### src/sv/frsp_pkg.sv
// Shared constants and types of the FTP reply stream parser.
package frsp_pkg;

   localparam int LINE_MAX = 1024;
   localparam int TEXT_MAX = 4096;
   localparam int LC_W     = $clog2(LINE_MAX);
   localparam int TC_W     = $clog2(TEXT_MAX);
   localparam int MAXRES   = 5;
   localparam int NT_W     = $clog2(MAXRES + 1);
   localparam int QDEPTH   = 4;
   localparam int QA_W     = $clog2(QDEPTH);

   localparam logic [7:0] CH_CR     = 8'h0d;
   localparam logic [7:0] CH_LF     = 8'h0a;
   localparam logic [7:0] CH_SPACE  = 8'h20;
   localparam logic [7:0] CH_HYPHEN = 8'h2d;
   localparam logic [7:0] CH_ZERO   = 8'h30;
   localparam logic [7:0] CH_NINE   = 8'h39;

   // result kinds
   localparam logic [1:0] KIND_TEXT  = 2'd0;
   localparam logic [1:0] KIND_DONE  = 2'd1;
   localparam logic [1:0] KIND_ERROR = 2'd2;

   // error codes
   localparam logic [1:0] ERR_MALFORMED = 2'd0;
   localparam logic [1:0] ERR_LINE      = 2'd1;
   localparam logic [1:0] ERR_TEXT      = 2'd2;

   // what follows the text bytes of an item
   localparam logic [1:0] TAIL_NONE  = 2'd0;
   localparam logic [1:0] TAIL_DONE  = 2'd1;
   localparam logic [1:0] TAIL_ERROR = 2'd2;

   // line classes
   localparam logic [1:0] CLS_UNDECIDED = 2'd0;
   localparam logic [1:0] CLS_SKIP      = 2'd1;
   localparam logic [1:0] CLS_WHOLE     = 2'd2;
   localparam logic [1:0] CLS_END       = 2'd3;

   typedef struct packed {
      logic [NT_W-1:0]         ntext;
      logic [MAXRES-1:0][7:0]  text;
      logic [1:0]              tail;
      logic [1:0]              err;
      logic [9:0]              code;
      logic                    multi;
   } job_type;

   typedef struct packed {
      logic    push;
      job_type job;
   } push_type;

   typedef struct packed {
      logic    valid;
      job_type job;
   } head_type;

endpackage

### src/sv/frsp_front.sv
// Front part: takes one byte per cycle while not stalled, tracks line and reply state, builds result jobs.
module frsp_front (
   input  logic                clock,
   input  logic                reset,
   input  logic                req_valid,
   input  logic                stall,
   input  logic [7:0]          req_in_byte,
   output frsp_pkg::push_type  push_out
);

   logic                          in_reply_ff, in_reply_in;
   logic                          multi_ff, multi_in;
   logic [11:0]                   code_ff, code_in;
   logic                          after_cr_ff, after_cr_in;
   logic [frsp_pkg::LC_W-1:0]     line_count_ff, line_count_in;
   logic [3:0][7:0]               held_ff, held_in;
   logic [frsp_pkg::TC_W-1:0]     text_count_ff, text_count_in;
   logic [1:0]                    class_ff, class_in;

   logic                          accept;
   logic                          swallow;
   logic                          is_eol;
   logic                          sep_on;
   logic                          digits;
   logic [11:0]                   got;
   logic [3:0][7:0]               pfx;
   logic                          emit_pfx;
   logic [frsp_pkg::NT_W-1:0]     pfx_n;
   logic                          emit_ch;
   logic [frsp_pkg::MAXRES-1:0][7:0] txt;
   logic [frsp_pkg::NT_W-1:0]     nt;
   logic [frsp_pkg::NT_W-1:0]     nt_out;
   logic [frsp_pkg::TC_W-1:0]     avail;
   logic [1:0]                    tail;
   logic [1:0]                    err;
   logic                          go_idle;
   logic [7:0]                    ch;

   function automatic logic is_digit(input logic [7:0] c);
      is_digit = c inside {[frsp_pkg::CH_ZERO:frsp_pkg::CH_NINE]};
   endfunction

   assign accept = req_valid && !stall;
   assign ch     = req_in_byte;

   always_comb begin
      in_reply_in   = in_reply_ff;
      multi_in      = multi_ff;
      code_in       = code_ff;
      line_count_in = line_count_ff;
      held_in       = held_ff;
      text_count_in = text_count_ff;
      class_in      = class_ff;
      after_cr_in   = (ch == frsp_pkg::CH_CR);
      swallow       = after_cr_ff && (ch == frsp_pkg::CH_LF);
      is_eol        = (ch == frsp_pkg::CH_CR) || (ch == frsp_pkg::CH_LF);
      sep_on        = (text_count_ff != '0);
      digits        = is_digit(held_ff[0]) && is_digit(held_ff[1]) && is_digit(held_ff[2]);
      got           = {held_ff[0][3:0], held_ff[1][3:0], held_ff[2][3:0]};
      pfx           = {ch, held_ff[2], held_ff[1], held_ff[0]};
      emit_pfx      = 1'b0;
      pfx_n         = '0;
      emit_ch       = 1'b0;
      tail          = frsp_pkg::TAIL_NONE;
      err           = frsp_pkg::ERR_MALFORMED;
      go_idle       = 1'b0;

      if (!swallow) begin
         if (is_eol) begin
            line_count_in = '0;
            class_in      = frsp_pkg::CLS_UNDECIDED;
            case (class_ff)
               frsp_pkg::CLS_UNDECIDED: begin
                  if (!in_reply_ff) begin
                     tail    = frsp_pkg::TAIL_ERROR;
                     go_idle = 1'b1;
                  end else begin
                     // short line inside a reply: held bytes become text
                     emit_pfx = 1'b1;
                     pfx_n    = frsp_pkg::NT_W'(line_count_ff[1:0]);
                  end
               end
               frsp_pkg::CLS_WHOLE: begin
                  if (!in_reply_ff) begin
                     tail    = frsp_pkg::TAIL_ERROR;
                     go_idle = 1'b1;
                  end
               end
               frsp_pkg::CLS_END: begin
                  tail    = frsp_pkg::TAIL_DONE;
                  go_idle = 1'b1;
               end
               default: ;
            endcase
         end else if (line_count_ff >= frsp_pkg::LC_W'(frsp_pkg::LINE_MAX - 1)) begin
            tail    = frsp_pkg::TAIL_ERROR;
            err     = frsp_pkg::ERR_LINE;
            go_idle = 1'b1;
         end else if (class_ff != frsp_pkg::CLS_UNDECIDED) begin
            line_count_in = line_count_ff + 1'b1;
            emit_ch       = !((class_ff == frsp_pkg::CLS_WHOLE) && !in_reply_ff);
         end else begin
            held_in[line_count_ff[1:0]] = ch;
            line_count_in = line_count_ff + 1'b1;
            if (line_count_ff == frsp_pkg::LC_W'(3)) begin
               if (!in_reply_ff) begin
                  if (digits && (ch == frsp_pkg::CH_SPACE || ch == frsp_pkg::CH_HYPHEN)) begin
                     code_in       = got;
                     multi_in      = (ch == frsp_pkg::CH_HYPHEN);
                     in_reply_in   = 1'b1;
                     text_count_in = '0;
                     class_in      = (ch == frsp_pkg::CH_HYPHEN) ? frsp_pkg::CLS_SKIP
                                                                 : frsp_pkg::CLS_END;
                  end else begin
                     class_in = frsp_pkg::CLS_WHOLE;
                  end
               end else if (digits && got != code_ff) begin
                  // code mismatch: drop the reply, swallow the rest of the line
                  in_reply_in   = 1'b0;
                  multi_in      = 1'b0;
                  code_in       = '0;
                  text_count_in = '0;
                  class_in      = frsp_pkg::CLS_WHOLE;
               end else if (digits && ch == frsp_pkg::CH_SPACE) begin
                  class_in = frsp_pkg::CLS_END;
                  emit_pfx = 1'b1;
               end else begin
                  class_in = frsp_pkg::CLS_WHOLE;
                  emit_pfx = 1'b1;
                  pfx_n    = frsp_pkg::NT_W'(4);
               end
            end
         end
      end

      // text list: optional separator, then prefix bytes, or the byte itself
      txt = '0;
      nt  = '0;
      if (emit_ch) begin
         txt[0] = ch;
         nt     = frsp_pkg::NT_W'(1);
      end else if (emit_pfx) begin
         if (sep_on) begin
            txt = {pfx[3], pfx[2], pfx[1], pfx[0], frsp_pkg::CH_LF};
            nt  = pfx_n + 1'b1;
         end else begin
            txt = {8'h00, pfx[3], pfx[2], pfx[1], pfx[0]};
            nt  = pfx_n;
         end
      end

      avail  = frsp_pkg::TC_W'(frsp_pkg::TEXT_MAX - 1) - text_count_ff;
      nt_out = nt;
      if (nt != '0) begin
         if (frsp_pkg::TC_W'(nt) > avail) begin
            nt_out  = avail[frsp_pkg::NT_W-1:0];
            tail    = frsp_pkg::TAIL_ERROR;
            err     = frsp_pkg::ERR_TEXT;
            go_idle = 1'b1;
         end else begin
            text_count_in = text_count_ff + frsp_pkg::TC_W'(nt);
         end
      end

      if (go_idle) begin
         in_reply_in   = 1'b0;
         multi_in      = 1'b0;
         code_in       = '0;
         text_count_in = '0;
         line_count_in = '0;
         class_in      = frsp_pkg::CLS_UNDECIDED;
      end

      push_out.push       = accept && (nt_out != '0 || tail != frsp_pkg::TAIL_NONE);
      push_out.job.ntext  = nt_out;
      push_out.job.text   = txt;
      push_out.job.tail   = tail;
      push_out.job.err    = (tail == frsp_pkg::TAIL_ERROR) ? err : frsp_pkg::ERR_MALFORMED;
      push_out.job.code   = {6'b0, code_ff[11:8]} * 10'd100 + {6'b0, code_ff[7:4]} * 10'd10
                            + {6'b0, code_ff[3:0]};
      push_out.job.multi  = multi_ff;
   end

   always_ff @(posedge clock) begin
      if (reset) begin
         in_reply_ff   <= 1'b0;
         multi_ff      <= 1'b0;
         code_ff       <= '0;
         after_cr_ff   <= 1'b0;
         line_count_ff <= '0;
         text_count_ff <= '0;
         class_ff      <= frsp_pkg::CLS_UNDECIDED;
      end else if (accept) begin
         in_reply_ff   <= in_reply_in;
         multi_ff      <= multi_in;
         code_ff       <= code_in;
         after_cr_ff   <= after_cr_in;
         line_count_ff <= line_count_in;
         text_count_ff <= text_count_in;
         class_ff      <= class_in;
      end
   end

   always_ff @(posedge clock) begin
      if (accept) begin
         held_ff <= held_in;
      end
   end

endmodule

### src/sv/frsp_queue.sv
// Short job queue between the front and back parts.
module frsp_queue (
   input  logic                clock,
   input  logic                reset,
   input  frsp_pkg::push_type  push_in,
   input  logic                pop,
   output logic                full,
   output frsp_pkg::head_type  head
);

   frsp_pkg::job_type          mem_ff [frsp_pkg::QDEPTH];
   logic [frsp_pkg::QA_W-1:0]  wr_ff, wr_in;
   logic [frsp_pkg::QA_W-1:0]  rd_ff, rd_in;
   logic [frsp_pkg::QA_W:0]    count_ff, count_in;
   logic                       do_push;

   assign full       = (count_ff == (frsp_pkg::QA_W+1)'(frsp_pkg::QDEPTH));
   assign do_push    = push_in.push && !full;
   assign head.valid = (count_ff != '0);
   assign head.job   = mem_ff[rd_ff];

   always_comb begin
      wr_in    = do_push ? wr_ff + 1'b1 : wr_ff;
      rd_in    = pop ? rd_ff + 1'b1 : rd_ff;
      count_in = count_ff + {{frsp_pkg::QA_W{1'b0}}, do_push} - {{frsp_pkg::QA_W{1'b0}}, pop};
   end

   always_ff @(posedge clock) begin
      if (reset) begin
         wr_ff    <= '0;
         rd_ff    <= '0;
         count_ff <= '0;
      end else begin
         wr_ff    <= wr_in;
         rd_ff    <= rd_in;
         count_ff <= count_in;
      end
   end

   always_ff @(posedge clock) begin
      if (do_push) begin
         mem_ff[wr_ff] <= push_in.job;
      end
   end

endmodule

### src/sv/frsp_back.sv
// Back part: expands each queued job into result items through an output register.
module frsp_back (
   input  logic                clock,
   input  logic                reset,
   input  frsp_pkg::head_type  head,
   output logic                pop,
   output logic                rsp_valid,
   input  logic                rsp_stall,
   output logic [1:0]          rsp_kind,
   output logic [7:0]          rsp_text_byte,
   output logic [9:0]          rsp_reply_code,
   output logic                rsp_multi_flag,
   output logic [1:0]          rsp_error_code,
   output logic                rsp_last
);

   logic                       valid_ff, valid_in;
   logic [frsp_pkg::NT_W-1:0]  idx_ff, idx_in;
   logic [1:0]                 kind_ff, kind_in;
   logic [7:0]                 byte_ff, byte_in;
   logic [9:0]                 code_ff;
   logic                       multi_ff;
   logic [1:0]                 err_ff, err_in;
   logic                       last_ff;
   logic [frsp_pkg::NT_W-1:0]  total;
   logic                       is_last;
   logic                       load;

   always_comb begin
      total   = head.job.ntext
                + frsp_pkg::NT_W'(head.job.tail != frsp_pkg::TAIL_NONE);
      is_last = (idx_ff == total - 1'b1);
      load    = head.valid && (!valid_ff || !rsp_stall);
      pop     = load && is_last;

      if (idx_ff < head.job.ntext) begin
         kind_in = frsp_pkg::KIND_TEXT;
         byte_in = head.job.text[idx_ff];
         err_in  = frsp_pkg::ERR_MALFORMED;
      end else begin
         kind_in = (head.job.tail == frsp_pkg::TAIL_DONE) ? frsp_pkg::KIND_DONE
                                                          : frsp_pkg::KIND_ERROR;
         byte_in = 8'h00;
         err_in  = head.job.err;
      end

      if (load) begin
         valid_in = 1'b1;
         idx_in   = is_last ? '0 : idx_ff + 1'b1;
      end else begin
         valid_in = valid_ff && rsp_stall;
         idx_in   = idx_ff;
      end
   end

   always_ff @(posedge clock) begin
      if (reset) begin
         valid_ff <= 1'b0;
         idx_ff   <= '0;
      end else begin
         valid_ff <= valid_in;
         idx_ff   <= idx_in;
      end
   end

   always_ff @(posedge clock) begin
      if (load) begin
         kind_ff  <= kind_in;
         byte_ff  <= byte_in;
         code_ff  <= head.job.code;
         multi_ff <= head.job.multi;
         err_ff   <= err_in;
         last_ff  <= is_last;
      end
   end

   assign rsp_valid      = valid_ff;
   assign rsp_kind       = kind_ff;
   assign rsp_text_byte  = byte_ff;
   assign rsp_reply_code = code_ff;
   assign rsp_multi_flag = multi_ff;
   assign rsp_error_code = err_ff;
   assign rsp_last       = last_ff;

endmodule

### src/sv/ftp_reply_stream_parser_top.sv
// Top level of the FTP reply stream parser.
// Input channel (req_): one control-channel byte per item on req_in_byte.
// Result channel (rsp_): text bytes (kind 0, LF between lines), reply done (kind 1)
// or error (kind 2), with reply code and multi-line flag; rsp_last marks the last
// result caused by one input byte.
// A byte is taken every cycle while the four-entry job queue has room; req_stall
// is raised only when that queue is full. Bytes that cause no result are still
// taken by the front but push no job.
// With nothing queued ahead of it, the first result of a byte passes through the
// job queue and then the output register before it is on rsp_valid.
// The back part emits one result per cycle while rsp_stall is low, so a byte gives
// 0 to 5 results: a separator plus four held prefix bytes is the longest run.
// rsp_stall freezes the output register; the queue keeps filling meanwhile.
// Reset (synchronous) closes any open reply and empties the queue and output.
module ftp_reply_stream_parser_top (
   input  logic        clock,
   input  logic        reset,
   input  logic        req_valid,
   output logic        req_stall,
   input  logic [7:0]  req_in_byte,
   output logic        rsp_valid,
   input  logic        rsp_stall,
   output logic [1:0]  rsp_kind,
   output logic [7:0]  rsp_text_byte,
   output logic [9:0]  rsp_reply_code,
   output logic        rsp_multi_flag,
   output logic [1:0]  rsp_error_code,
   output logic        rsp_last
);

   frsp_pkg::push_type  push;
   frsp_pkg::head_type  head;
   logic                full;
   logic                pop;

   assign req_stall = full;

   frsp_front u_front (
      .clock       (clock),
      .reset       (reset),
      .req_valid   (req_valid),
      .stall       (full),
      .req_in_byte (req_in_byte),
      .push_out    (push)
   );

   frsp_queue u_queue (
      .clock   (clock),
      .reset   (reset),
      .push_in (push),
      .pop     (pop),
      .full    (full),
      .head    (head)
   );

   frsp_back u_back (
      .clock          (clock),
      .reset          (reset),
      .head           (head),
      .pop            (pop),
      .rsp_valid      (rsp_valid),
      .rsp_stall      (rsp_stall),
      .rsp_kind       (rsp_kind),
      .rsp_text_byte  (rsp_text_byte),
      .rsp_reply_code (rsp_reply_code),
      .rsp_multi_flag (rsp_multi_flag),
      .rsp_error_code (rsp_error_code),
      .rsp_last       (rsp_last)
   );

   // reply done and error always close the run of one byte
   assert property (@(posedge clock) disable iff (reset)
      rsp_valid && rsp_kind != frsp_pkg::KIND_TEXT |-> rsp_last)
      else $error("done or error item not marked last");

   // text items carry no error code, and no kind beyond error exists
   assert property (@(posedge clock) disable iff (reset)
      rsp_valid |-> (rsp_kind <= frsp_pkg::KIND_ERROR)
                    && (rsp_kind != frsp_pkg::KIND_TEXT
                        || rsp_error_code == frsp_pkg::ERR_MALFORMED))
      else $error("bad kind or error code on text item");

   // a full queue never accepts, so a push then must be held off
   assert property (@(posedge clock) disable iff (reset)
      full && head.valid |-> !(req_valid && !req_stall))
      else $error("item accepted while the job queue is full");

endmodule

### config.mk
export PLATFORM = sky130hd
export DESIGN_NAME = ftp_reply_stream_parser_top
export DESIGN_NICKNAME = d
export VERILOG_FILES = /design/src/sv/frsp_pkg.sv /design/src/sv/frsp_front.sv /design/src/sv/frsp_queue.sv /design/src/sv/frsp_back.sv /design/src/sv/ftp_reply_stream_parser_top.sv
export SDC_FILE = /design/constraint.sdc
export NUM_CORES = 1
export LEC_CHECK = 0
export BUFFER_PORTS_ARGS = -buffer_cell sky130_fd_sc_hd__buf_2
export CAP_MARGIN = 20
export CORE_UTILIZATION = 57
export CTS_BUF_LIST = sky130_fd_sc_hd__clkbuf_2 sky130_fd_sc_hd__clkbuf_4 sky130_fd_sc_hd__clkbuf_8
export DETAILED_ROUTE_END_ITERATION = 12
export PLACE_DENSITY_LB_ADDON = 0.15
export SYNTH_ARGS = -nofsm -noshare
export SYNTH_HDL_FRONTEND = slang
export SYNTH_SLANG_ARGS = --single-unit
### constraint.sdc
create_clock -name clock -period 5.1 [get_ports clock]
set_clock_uncertainty 0.2 [all_clocks]
set_input_delay 1.02 -clock clock [delete_from_list [all_inputs] [get_ports clock]]
set_output_delay 1.02 -clock clock [all_outputs]
set_load 0.1 [all_outputs]
==> out/results.txt, run 1 <==
Number of buffers and inverters on the critical path: 2
Syn Nets: 1,074
Number of buffers added on ports: 37
Nature of the critical path endpoint: flip-flop
Leakage component of the power: 0.006133 µW
Wirelength per Cell: 21.80 µm
Hold bufs inserted after CTS: 0
Maximum root-to-sink buffer count: 3
Post-Syn Area: 0.01494 mm²
Clock insertion delay at the later pin of the skew report: 590 ps
Power density cells: 413.3 mW/mm²
Achievable frequency: 218.7 MHz
Max-capacitance violation count: 0
Run status: complete, no violations
Maximum cell stage delay along the critical path: 450 ps
Share of synthesized area occupied by flip-flops and latches: 63.27%
Final critical path time including I/O delays and setup: 4574 ps
Worst path cell trace: nor4bb_1 -> buf_4 -> nand4_1 -> or2_2 -> o2111ai_1 -> o31ai_1 -> a31oi_1 -> inv_1 -> ha_1 -> nand4_1 -> nand2_1 -> a211oi_1 -> a21boi_1 -> a21o_2 -> o21ai_2 -> a22o_1
Worst Hold Slack: 279.2 ps
Initial DRC count: 748
Maximum number of pins on one net before global-route repair: 59
Min-Delay Path Class: flip-flop to flip-flop
Multiplexer share of the synthesized area: 9.952%
Nets@finish: 1,172
List of most frequent post-synthesis cells: sky130_fd_sc_hd__edfxtp_1 (280), sky130_fd_sc_hd__nand2_1 (104), sky130_fd_sc_hd__mux4_2 (66), sky130_fd_sc_hd__a21oi_1 (58), sky130_fd_sc_hd__dfxtp_1 (52)
Share of the synthesized area in the top cell type: 56.30%
EDFF count, synth: 280
Clock buffer count from CTS: 54
Number of vias in the routed layout: 9,215
Post-CTS resize count: 0
Element type at the critical path start: flip-flop
Total track usage: 25.38%
Headroom to the max-slew limit: 35.55%
Number of ports placed on the die boundary: 38
Share of flip-flops with an asynchronous set or reset: 0%
Crit path max-delay cell type: sky130_fd_sc_hd__nor4bb_1
Share of the synthesized area in compound gates (AO/OA/AOI/OAI): 7.992%
Main area contributors after synthesis: sky130_fd_sc_hd__edfxtp_1 (56%), sky130_fd_sc_hd__mux4_2 (10%), sky130_fd_sc_hd__dfxtp_1 (7.0%)
Final count of negative-setup-slack endpoints: 0
Number of max-slew violations in the final report: 0
Required arrival time at the worst endpoint: 5380 ps
Actual transition at the worst max-transition pin: 965.5 ps
TritonCTS clock tree: yes
Standard-cell row count: 58
Area enclosed by the die boundary: 0.02685 mm²
Crit path max-delay family: compound AO/OA/AOI/OAI gates
Critical path class: flip-flop to flip-flop
Per-instance average area after synthesis: 14.76 µm²
Hold Fails Final Rpt: 0
Library cell with the highest instance count after synthesis: sky130_fd_sc_hd__edfxtp_1
Die height: 163.9 µm
Synthesized netlist cell count: 1,012
Wire length of the first global-routing pass: 51.13 mm
Adder-Cell Fraction of Synth Area: 4.541%
FF+latch count, synth: 332
Starting density of the core: 58.64%
Post CTS Setup Buffer Count: 0
Most repeated library cell on the critical path: sky130_fd_sc_hd__nand4_1
Post-synthesis cell type count: 79
Library cell used as clock root buffer: sky130_fd_sc_hd__clkbuf_8
Post-route ant nets: 0
Post-synth top area cell: sky130_fd_sc_hd__edfxtp_1
Detailed-placement wirelength estimate: 21.07 mm
DRC: 0
Final weighted congestion in routability-driven placement: 0.9731
Number of optimization iterations in the first detailed-route pass: 5
Mean number of vias per cell: 6.214
Maximum VDD drop: 0.0003402 V
CTS H-Tree Depth: 2
Arrival time at the worst endpoint: 4850 ps
Period Utilization, post-route: 89.68%
Yosys warning total: 0
Placeable core area: 0.02547 mm²
Most used DFF post-synth: sky130_fd_sc_hd__edfxtp_1
ANT cells: 0
GRT overflow: 0
Main combinational cell family by area after synthesis: simple AND/OR/NAND/NOR gates
Xor and xnor area share after synthesis: 1.877%
Number of global-route vias before repair: 9,210
Chip Width: 163.9 µm
Clock-pin slew reported for the worst setup and hold paths after clock tree synthesis: 60 ps
Final wirelength: 32.32 mm
Power consumption: 6985 µW
Clk sinks: 332
Layout overhead on the synthesized area: 13.15%
CP max FO: 12
Initial antenna violation count: 2
Sum Neg Setup Slack: 0 ps
Setup repair after global routing missed its margin: false
Layout cells sized above 1: 23.85%
Post-synthesis share of cell area spent on and, or, nand and nor gates: 10.02%
## flip-flops by register name, summed over array words and instances (netlist names), 3 cells and up, named ones only
| signal | flops |
|---|---|
| u_front.got | 12 |
| u_back.rsp_reply_code | 10 |
| u_back.idx_ff | 3 |
| u_front.held_ff | 12 |
| u_front.text_count_ff | 12 |
| u_queue.count_ff | 3 |
| u_front.code_ff | 12 |
| u_back.rsp_text_byte | 8 |
| u_front.line_count_ff | 10 |
| u_queue.mem_ff | 232 |
## report_power, final
part | leakage [µW] | internal, µW | total [µW] | switching (µW)
Clock | 0.000605 | 1360 | 2400 | 1040
Combinational | 0.00240 | 381 | 1410 | 1020
Sequential | 0.00312 | 3090 | 3180 | 89.1
Total | 0.00613 | 4830 | 6990 | 2150
## path summary, 6_finish.rpt
check	startpoint	endpoint	cells past startpoint	slack, ps
max reg2reg	u_front.held_ff[7]	u_front.code_ff[11]	16	530
min reg2reg	u_back.rsp_valid	u_back.rsp_valid	2	280
max	u_front.held_ff[7]	u_front.code_ff[11]	16	530
min	u_back.rsp_valid	u_back.rsp_valid	2	280
## worst register-to-register path, cell delays in order (launching register included)
cell	delay [ps]
sky130_fd_sc_hd__edfxtp_1	430
sky130_fd_sc_hd__nor4bb_1	450
sky130_fd_sc_hd__buf_4	200
sky130_fd_sc_hd__nand4_1	190
sky130_fd_sc_hd__or2_2	390
sky130_fd_sc_hd__o2111ai_1	250
sky130_fd_sc_hd__o31ai_1	110
sky130_fd_sc_hd__a31oi_1	230
sky130_fd_sc_hd__inv_1	70
sky130_fd_sc_hd__ha_1	340
sky130_fd_sc_hd__nand4_1	120
sky130_fd_sc_hd__nand2_1	60
sky130_fd_sc_hd__a211oi_1	380
sky130_fd_sc_hd__a21boi_1	260
sky130_fd_sc_hd__a21o_2	260
sky130_fd_sc_hd__o21ai_2	220
sky130_fd_sc_hd__a22o_1	310
## area by class of cell
class	instances	area [µm²]
clock buffers	77	947.2
flip-flops and latches	332	9454
inverters	42	157.7
fillers	1807	8572
repair buffers	84	585.6
multi-input cells	596	5140
clock inverters	22	202.7
well taps	330	412.9
## through the flow
| stage | utilization, % | instance area, µm² | setup WS [ps] | instances |
|---|---|---|---|---|
| 4_1_cts | 66.33 | 16900 | 605.0 | 1482 |
| 5_1_grt | 66.35 | 16900 | 203.9 | 1483 |
| 3_3_place_gp | 61.81 | 15750 | 187.6 | 1383 |
| 2_1_floorplan | - | 14940 | 99.91 | 1012 |
| 6_report | 66.35 | 16900 | 526.5 | 1483 |
| 3_5_place_dp | 61.81 | 15750 | 93.58 | 1383 |
## layout by cell type, fill, tap and decap left out, types with 21 or more instances in the layout
cell                       Yosys  final
sky130_fd_sc_hd__edfxtp_1    280    280
sky130_fd_sc_hd__nand2_1     104    104
sky130_fd_sc_hd__mux4_2       66     66
sky130_fd_sc_hd__clkbuf_8      0     59
sky130_fd_sc_hd__a21oi_1      58     58
sky130_fd_sc_hd__dfxtp_1      52     50
sky130_fd_sc_hd__ha_1         43     43
sky130_fd_sc_hd__buf_4         1     42
sky130_fd_sc_hd__inv_1        41     41
sky130_fd_sc_hd__buf_2         8     38
sky130_fd_sc_hd__nor2_1       30     30
sky130_fd_sc_hd__nand3_1      28     28
sky130_fd_sc_hd__and3_1       25     21
## cell families (layout without fill, tap and decap cells)
family / count (synthesis) / in the layout
buf+inv: 84 / 225
simple gates: 281 / 281
xor+xnor: 32 / 32
mux: 66 / 66
fa+ha+maj: 50 / 50
flops: 332 / 332
compound gates: 167 / 167
## routing by layer
layer / wire [µm] / vias up / track usage, %
li1: - / 4169 / -
met1: 13650 / 4596 / 34.99
met2: 15440 / 374 / 40.95
met3: 2242 / 74 / 4.444
met4: 976 / 2 / 8.880
met5: 12 / - / 0
Power figures use the tool's default switching activity.
==> inputs of run 2 (changes only) <==
--- a/config.mk
+++ b/config.mk
@@ -7,8 +7,9 @@
 export LEC_CHECK = 0
 export BUFFER_PORTS_ARGS = -buffer_cell sky130_fd_sc_hd__buf_2
 export CAP_MARGIN = 20
-export CORE_UTILIZATION = 57
-export CTS_BUF_LIST = sky130_fd_sc_hd__clkbuf_2 sky130_fd_sc_hd__clkbuf_4 sky130_fd_sc_hd__clkbuf_8
+export CORE_ASPECT_RATIO = 0.75
+export CORE_UTILIZATION = 56
+export CTS_BUF_LIST = sky130_fd_sc_hd__clkbuf_4 sky130_fd_sc_hd__clkbuf_8 sky130_fd_sc_hd__clkbuf_16
 export DETAILED_ROUTE_END_ITERATION = 12
 export PLACE_DENSITY_LB_ADDON = 0.15
 export SYNTH_ARGS = -nofsm -noshare
==> out/results.txt, run 2 (synthesis gave the netlist of run 1 again) <==
Run status: complete, no violations (unchanged)
Post CTS Setup Buffer Count: 0 (unchanged)
Area of all placed cells without fillers: 0.01681 mm² (was 0.01690 mm²)
Library cell used as clock root buffer: sky130_fd_sc_hd__clkbuf_16 (was sky130_fd_sc_hd__clkbuf_8)
Maximum number of pins on one net before global-route repair: 59 (unchanged)
GRT overflow: 0 (unchanged)
Mean number of vias per cell: 6.177 (was 6.214)
Met1 Use GR: 38.63% (was 34.99%)
Wirelength per Cell: 22.39 µm (was 21.80 µm)
Clock buffer count from CTS: 31 (was 54)
Number of vias in the routed layout: 8,957 (was 9,215)
Flip-flop count of the largest register, all copies and words added: 232 (unchanged)
Count of fill cells added during filler insertion: 1,876 (was 1,807)
Period Utilization, post-route: 94.37% (was 89.68%)
Worst path cell trace: nor4bb_1 -> nand4_1 -> or2_2 -> o2111ai_1 -> o31ai_1 -> a31oi_1 -> inv_1 -> ha_1 -> nand4_1 -> nand2_1 -> a211oi_1 -> buf_4 -> or2_2 -> or4_1 -> a31oi_1 -> o2bb2ai_1 (was nor4bb_1 -> buf_4 -> nand4_1 -> or2_2 -> o2111ai_1 -> o31ai_1 -> a31oi_1 -> inv_1 -> ha_1 -> nand4_1 -> nand2_1 -> a211oi_1 -> a21boi_1 -> a21o_2 -> o21ai_2 -> a22o_1)
CP max FO: 6 (was 12)
Detailed-placement wirelength estimate: 21.18 mm (was 21.07 mm)
Number of global-route vias before repair: 8,616 (was 9,210)
Wire length of the first global-routing pass: 50.68 mm (was 51.13 mm)
Headroom to the max-slew limit: 44.65% (was 35.55%)
Final wirelength: 32.47 mm (was 32.32 mm)
Internal Power: 4875 µW (was 4832 µW)
Final weighted congestion in routability-driven placement: 0.9379 (was 0.9731)
Initial antenna violation count: 1 (was 2)
Arrival time at the worst endpoint: 5060 ps (was 4850 ps)
Number of max-slew violations in the final report: 0 (unchanged)
Element type at the critical path start: flip-flop (unchanged)
Achievable frequency: 207.8 MHz (was 218.7 MHz)
CTS H-Tree Depth: 1 (was 2)
Setup repair after global routing missed its margin: false (unchanged)
Area enclosed by the die boundary: 0.02733 mm² (was 0.02685 mm²)
Power consumption: 6982 µW (was 6985 µW)
Max-capacitance violation count: 0 (unchanged)
Final critical path time including I/O delays and setup: 4813 ps (was 4574 ps)
Maximum VDD drop: 0.0004293 V (was 0.0003402 V)
Die height: 143.4 µm (was 163.9 µm)
Required arrival time at the worst endpoint: 5350 ps (was 5380 ps)
Most frequent standard cell in the layout excluding fill and tap cells: sky130_fd_sc_hd__edfxtp_1 (unchanged)
Global Route met3 Usage: 3.053% (was 4.444%)
Total track usage: 24.53% (was 25.38%)
Hold Fails Final Rpt: 0 (unchanged)
Initial DRC count: 814 (was 748)
Maximum cell stage delay along the critical path: 640 ps (was 450 ps)
Number of optimization iterations in the first detailed-route pass: 5 (unchanged)
Number of ports placed on the die boundary: 38 (unchanged)
Chip Width: 190.6 µm (was 163.9 µm)
Nature of the critical path endpoint: flip-flop (unchanged)
Min-Delay Path Class: flip-flop to flip-flop (unchanged)
Standard-cell row count: 51 (was 58)
Share of total power consumed by net switching: 30.18% (was 30.83%)
Layout cells sized above 1: 20.90% (was 23.85%)
Hold bufs inserted after CTS: 0 (unchanged)
Share of total power in the clock network: 34.2% (was 34.3%)
Crit path max-delay cell type: sky130_fd_sc_hd__nor4bb_1 (unchanged)
Power density cells: 415.3 mW/mm² (was 413.3 mW/mm²)
Maximum root-to-sink buffer count: 3 (unchanged)
Clock insertion delay at the later pin of the skew report: 570 ps (was 590 ps)
Sequential group share of total power: 45.5% (was 45.6%)
Clk sinks: 332 (unchanged)
Net switching power of the design: 2107 µW (was 2153 µW)
Critical path class: flip-flop to flip-flop (unchanged)
Sum Neg Setup Slack: 0 ps (unchanged)
Placeable core area: 0.02610 mm² (was 0.02547 mm²)
Leakage component of the power: 0.006024 µW (was 0.006133 µW)
Final count of negative-setup-slack endpoints: 0 (unchanged)
Met2 track demand over resource: 36.75% (was 40.95%)
Clock-pin slew reported for the worst setup and hold paths after clock tree synthesis: 70 ps (was 60 ps)
Register bank with the most flops: u_queue.mem_ff (unchanged)
DRC: 0 (unchanged)
Post-route ant nets: 0 (unchanged)
Starting density of the core: 57.23% (was 58.64%)
Gr busiest metal: met1 (was met2)
TritonCTS clock tree: yes (unchanged)
Combinational group share of total power: 20.3% (was 20.1%)
Placed instance area: 0.01575 mm² (unchanged)
Actual transition at the worst max-transition pin: 830.3 ps (was 965.5 ps)
Most frequent cells in the layout: sky130_fd_sc_hd__edfxtp_1 (280), sky130_fd_sc_hd__nand2_1 (104), sky130_fd_sc_hd__mux4_2 (66) (unchanged)
Number of buffers added on ports: 37 (unchanged)
Layout overhead on the synthesized area: 12.57% (was 13.15%)
Nets@finish: 1,144 (was 1,172)
Post-CTS resize count: 0 (unchanged)
-- run 2: layout make-up --
| type | count | area [µm²] | area share [%] |
|---|---|---|---|
| antenna | 1 | 2.502 | 0.01488 |
| clock buffer | 36 | 819.5 | 4.875 |
| multi-input combinational | 596 | 5140 | 30.57 |
| inverter | 42 | 157.7 | 0.9377 |
| sequential | 332 | 9454 | 56.23 |
| timing repair buffer | 79 | 563.0 | 3.349 |
| tap | 344 | 430.4 | 2.560 |
| clock inverter | 20 | 245.2 | 1.459 |
-- run 2: per-stage QoR --
stage / hold WS [ps] / worst slack [ps] / cells / util, %
after floorplan: 245.7 / 99.91 / 1012 / -
after global placement: 259.8 / 228.7 / 1393 / 60.33
after detailed placement: 282.5 / 122.8 / 1393 / 60.33
after CTS: 291.5 / 379.4 / 1449 / 64.41
after global routing: 296.7 / 56.42 / 1450 / 64.42
final: 286.0 / 286.9 / 1450 / 64.42
-- run 2: critical path: cells and delay by family (launching register included) --
family	cells	cell delay (ps)
flip-flops	1	430
adder cells (fa/ha/maj)	1	370
AO/OA/AOI/OAI	6	960
buffers and inverters	2	240
AND/OR/NAND/NOR	7	2470
-- run 2: worst paths after layout --
kind | to | startpoint | cells after the start | slack (ps)
setup / recovery | u_front.text_count_ff[7] | u_front.held_ff[7] | 16 | 290
setup reg to reg | u_front.text_count_ff[7] | u_front.held_ff[7] | 16 | 290
hold / removal | u_back.rsp_valid | u_back.rsp_valid | 2 | 290
hold reg to reg | u_back.rsp_valid | u_back.rsp_valid | 2 | 290
-- run 2: power by group through the flow --
stage	Sequential [µW]	Clock [µW]	Combinational (µW)
5_1_grt	3190	2530	1500
2_1_floorplan	3730	0	611
3_3_place_gp	3240	0	1410
4_1_cts	3180	2430	1420
6_report	3180	2390	1410
3_5_place_dp	3240	0	1420
-- run 2: metal layers --
| layer | vias to the layer above | part of all wire, % |
|---|---|---|
| met5 | - | 0 |
| met4 | 0 | 1.4 |
| met3 | 44 | 6.0 |
| met2 | 320 | 44 |
| met1 | 4506 | 48 |
| li1 | 4087 | - |
==> inputs of run 3 (changes only) <==
--- a/config.mk
+++ b/config.mk
@@ -7,8 +7,10 @@
 export LEC_CHECK = 0
 export BUFFER_PORTS_ARGS = -buffer_cell sky130_fd_sc_hd__buf_2
 export CAP_MARGIN = 20
+export CELL_PAD_IN_SITES_DETAIL_PLACEMENT = 1
+export CELL_PAD_IN_SITES_GLOBAL_PLACEMENT = 2
 export CORE_ASPECT_RATIO = 0.75
-export CORE_UTILIZATION = 56
+export CORE_UTILIZATION = 42
 export CTS_BUF_LIST = sky130_fd_sc_hd__clkbuf_4 sky130_fd_sc_hd__clkbuf_8 sky130_fd_sc_hd__clkbuf_16
 export DETAILED_ROUTE_END_ITERATION = 12
 export PLACE_DENSITY_LB_ADDON = 0.15
==> out/results.txt, run 3 (synthesis gave the netlist of run 1 again) <==
Register bank with the most flops: u_queue.mem_ff (unchanged)
Maximum root-to-sink buffer count: 3 (unchanged)
Area enclosed by the die boundary: 0.03633 mm² (was 0.02733 mm²)
Crit path max-delay family: compound AO/OA/AOI/OAI gates (was simple AND/OR/NAND/NOR gates)
Maximum number of pins on one net before global-route repair: 40 (was 59)
Setup repair after global routing missed its margin: false (unchanged)
Number of buffers added on ports: 37 (unchanged)
Number of max-slew violations in the final report: 0 (unchanged)
Met2 Routed Length: 17.44 mm (was 14.31 mm)
Wire length of the first global-routing pass: 58.64 mm (was 50.68 mm)
Worst path cell trace: nor4b_1 -> nand4_1 -> or2_2 -> o2111ai_1 -> o31ai_1 -> a31oi_1 -> inv_1 -> ha_1 -> nand4_1 -> nand2_1 -> a211oi_1 -> a21boi_1 -> a21o_2 -> o21ai_2 -> a22o_1 (was nor4bb_1 -> nand4_1 -> or2_2 -> o2111ai_1 -> o31ai_1 -> a31oi_1 -> inv_1 -> ha_1 -> nand4_1 -> nand2_1 -> a211oi_1 -> buf_4 -> or2_2 -> or4_1 -> a31oi_1 -> o2bb2ai_1)
Initial antenna violation count: 0 (was 1)
Library cell used as clock root buffer: sky130_fd_sc_hd__clkbuf_16 (unchanged)
Element type at the critical path start: flip-flop (unchanged)
Nets@finish: 1,168 (was 1,144)
Total met3 wirelength after detailed routing: 1.482 mm (was 1.960 mm)
Leakage component of the power: 0.006227 µW (was 0.006024 µW)
Wl on met1: 18.52 mm (was 15.73 mm)
Mean number of vias per cell: 5.705 (was 6.177)
Most frequent cells in the layout: sky130_fd_sc_hd__edfxtp_1 (280), sky130_fd_sc_hd__nand2_1 (104), sky130_fd_sc_hd__mux4_2 (66) (unchanged)
Nature of the critical path endpoint: flip-flop (unchanged)
Number of global-route vias before repair: 9,490 (was 8,616)
Placeable core area: 0.03484 mm² (was 0.02610 mm²)
Most repeated library cell on the critical path: sky130_fd_sc_hd__nand4_1
Wirelength per Cell: 23.91 µm (was 22.39 µm)
Clk sinks: 332 (unchanged)
Arrival time at the worst endpoint: 4940 ps (was 5060 ps)
Placed instance area: 0.01610 mm² (was 0.01575 mm²)
Hold bufs inserted after CTS: 0 (unchanged)
Worst Hold Slack: 277.4 ps (was 286.0 ps)
Crit path max-delay cell type: sky130_fd_sc_hd__or2_2 (was sky130_fd_sc_hd__nor4bb_1)
GRT overflow: 0 (unchanged)
Final count of negative-setup-slack endpoints: 0 (unchanged)
Failing checks: design-rule violations
Number of buffers and inverters on the critical path: 1 (was 2)
Period Utilization, post-route: 92.61% (was 94.37%)
Chip Width: 219.8 µm (was 190.6 µm)
Detailed-placement wirelength estimate: 25.38 mm (was 21.18 mm)
Clock-pin slew reported for the worst setup and hold paths after clock tree synthesis: 60 ps (was 70 ps)
Min-Delay Path Class: flip-flop to flip-flop (unchanged)
Total track usage: 21.75% (was 24.53%)
Clock insertion delay at the later pin of the skew report: 540 ps (was 570 ps)
Hold Fails Final Rpt: 0 (unchanged)
Clock buffer count from CTS: 35 (was 31)
Die height: 165.3 µm (was 143.4 µm)
Number of ports placed on the die boundary: 38 (unchanged)
Run status: finished, violations left (was complete, no violations)
Flip-flop count of the largest register, all copies and words added: 232 (unchanged)
Post-CTS resize count: 0 (unchanged)
CP max FO: 12 (was 6)
Power density cells: 423.2 mW/mm² (was 415.3 mW/mm²)
Most frequent standard cell in the layout excluding fill and tap cells: sky130_fd_sc_hd__edfxtp_1 (unchanged)
ANT cells: 0 (was 1)
Required arrival time at the worst endpoint: 5310 ps (was 5350 ps)
DRC: 6 (was 0)
Layout overhead on the synthesized area: 15.88% (was 12.57%)
Final wirelength: 38.00 mm (was 32.47 mm)
Post-route ant nets: 0 (unchanged)
Max-capacitance violation count: 0 (unchanged)
Maximum cell stage delay along the critical path: 450 ps (was 640 ps)
Final critical path time including I/O delays and setup: 4723 ps (was 4813 ps)
Headroom to the max-slew limit: 48.99% (was 44.65%)
Standard-cell row count: 59 (was 51)
Achievable frequency: 211.7 MHz (was 207.8 MHz)
Critical path class: flip-flop to flip-flop (unchanged)
Top routing layer in use: met4 (unchanged)
Post CTS Setup Buffer Count: 0 (unchanged)
Actual transition at the worst max-transition pin: 762.6 ps (was 830.3 ps)
Initial DRC count: 596 (was 814)
Number of vias in the routed layout: 9,065 (was 8,957)
Starting density of the core: 42.86% (was 57.23%)
Layout cells sized above 1: 22.97% (was 20.90%)
Area of all placed cells without fillers: 0.01731 mm² (was 0.01681 mm²)
Final weighted congestion in routability-driven placement: 0.8021 (was 0.9379)
TritonCTS clock tree: yes (unchanged)
Number of optimization iterations in the first detailed-route pass: 9 (was 5)
Maximum VDD drop: 0.0002576 V (was 0.0004293 V)
CTS H-Tree Depth: 2 (was 1)
==> run 3: cell count changes in the layout (fill, tap and decap cells not counted), moves of 3 or more <==
cell	previous run	this run
sky130_fd_sc_hd__buf_12	5	10
sky130_fd_sc_hd__clkinvlp_4	3	0
sky130_fd_sc_hd__clkbuf_4	4	7
sky130_fd_sc_hd__clkbuf_16	31	35
sky130_fd_sc_hd__buf_4	37	52
sky130_fd_sc_hd__clkbuf_8	1	4
==> run 3: final cells by class <==
class                   instances  area (µm²)
clock buffers                  46       983.4
clock inverters                17       225.2
fillers                      3396       17540
inverters                      42       157.7
multi-input cells             596        5140
flip-flops and latches        332        9454
well taps                     457       571.8
repair buffers                 99       775.7
==> run 3: routing by layer <==
layer | up-vias | global-route usage [%]
met5 | - | 0
met4 | 0 | 5.078
met3 | 41 | 3.004
met2 | 165 | 34.36
met1 | 4725 | 31.89
li1 | 4134 | -
==> run 3: worst paths after layout <==
kind	cells after the start	endpoint	slack, ps	start
setup / recovery	15	u_front.code_ff[11]	380	u_front.held_ff[14]
setup reg to reg	15	u_front.code_ff[11]	380	u_front.held_ff[14]
hold reg to reg	2	u_back.rsp_valid	280	u_back.rsp_valid
hold / removal	2	u_back.rsp_valid	280	u_back.rsp_valid
==> run 3: metrics by stage <==
step / power, µW / TNS [ps] / instances / worst slack (ps) / util [%]
detailed placement: 4720 / -2139 / 1526 / -118.1 / 46.20
floorplan: 4340 / 0 / 1012 / 99.91 / -
CTS: 7410 / 0 / 1589 / 407.8 / 49.67
global placement: 4712 / 0 / 1526 / 10.96 / 46.20
finish: 7325 / 0 / 1589 / 376.9 / 49.67
global route: 7599 / 0 / 1589 / 55.22 / 49.67
==> run 3: report_power, final <==
part / total [µW] / internal (µW) / switching (µW)
clock network: 2680 / 1620 / 1060
registers: 3170 / 3090 / 76.6
logic: 1470 / 390 / 1080
total: 7320 / 5110 / 2220
==> run 3: worst reg2reg max path, cell delays in order, from the launching register on <==
cell and delay (ps):
sky130_fd_sc_hd__edfxtp_1 440, sky130_fd_sc_hd__nor4b_1 330, sky130_fd_sc_hd__nand4_1 400, sky130_fd_sc_hd__or2_2 450, sky130_fd_sc_hd__o2111ai_1 270, sky130_fd_sc_hd__o31ai_1 100
sky130_fd_sc_hd__a31oi_1 300, sky130_fd_sc_hd__inv_1 90, sky130_fd_sc_hd__ha_1 360, sky130_fd_sc_hd__nand4_1 120, sky130_fd_sc_hd__nand2_1 60, sky130_fd_sc_hd__a211oi_1 430
sky130_fd_sc_hd__a21boi_1 280, sky130_fd_sc_hd__a21o_2 260, sky130_fd_sc_hd__o21ai_2 210, sky130_fd_sc_hd__a22o_1 300
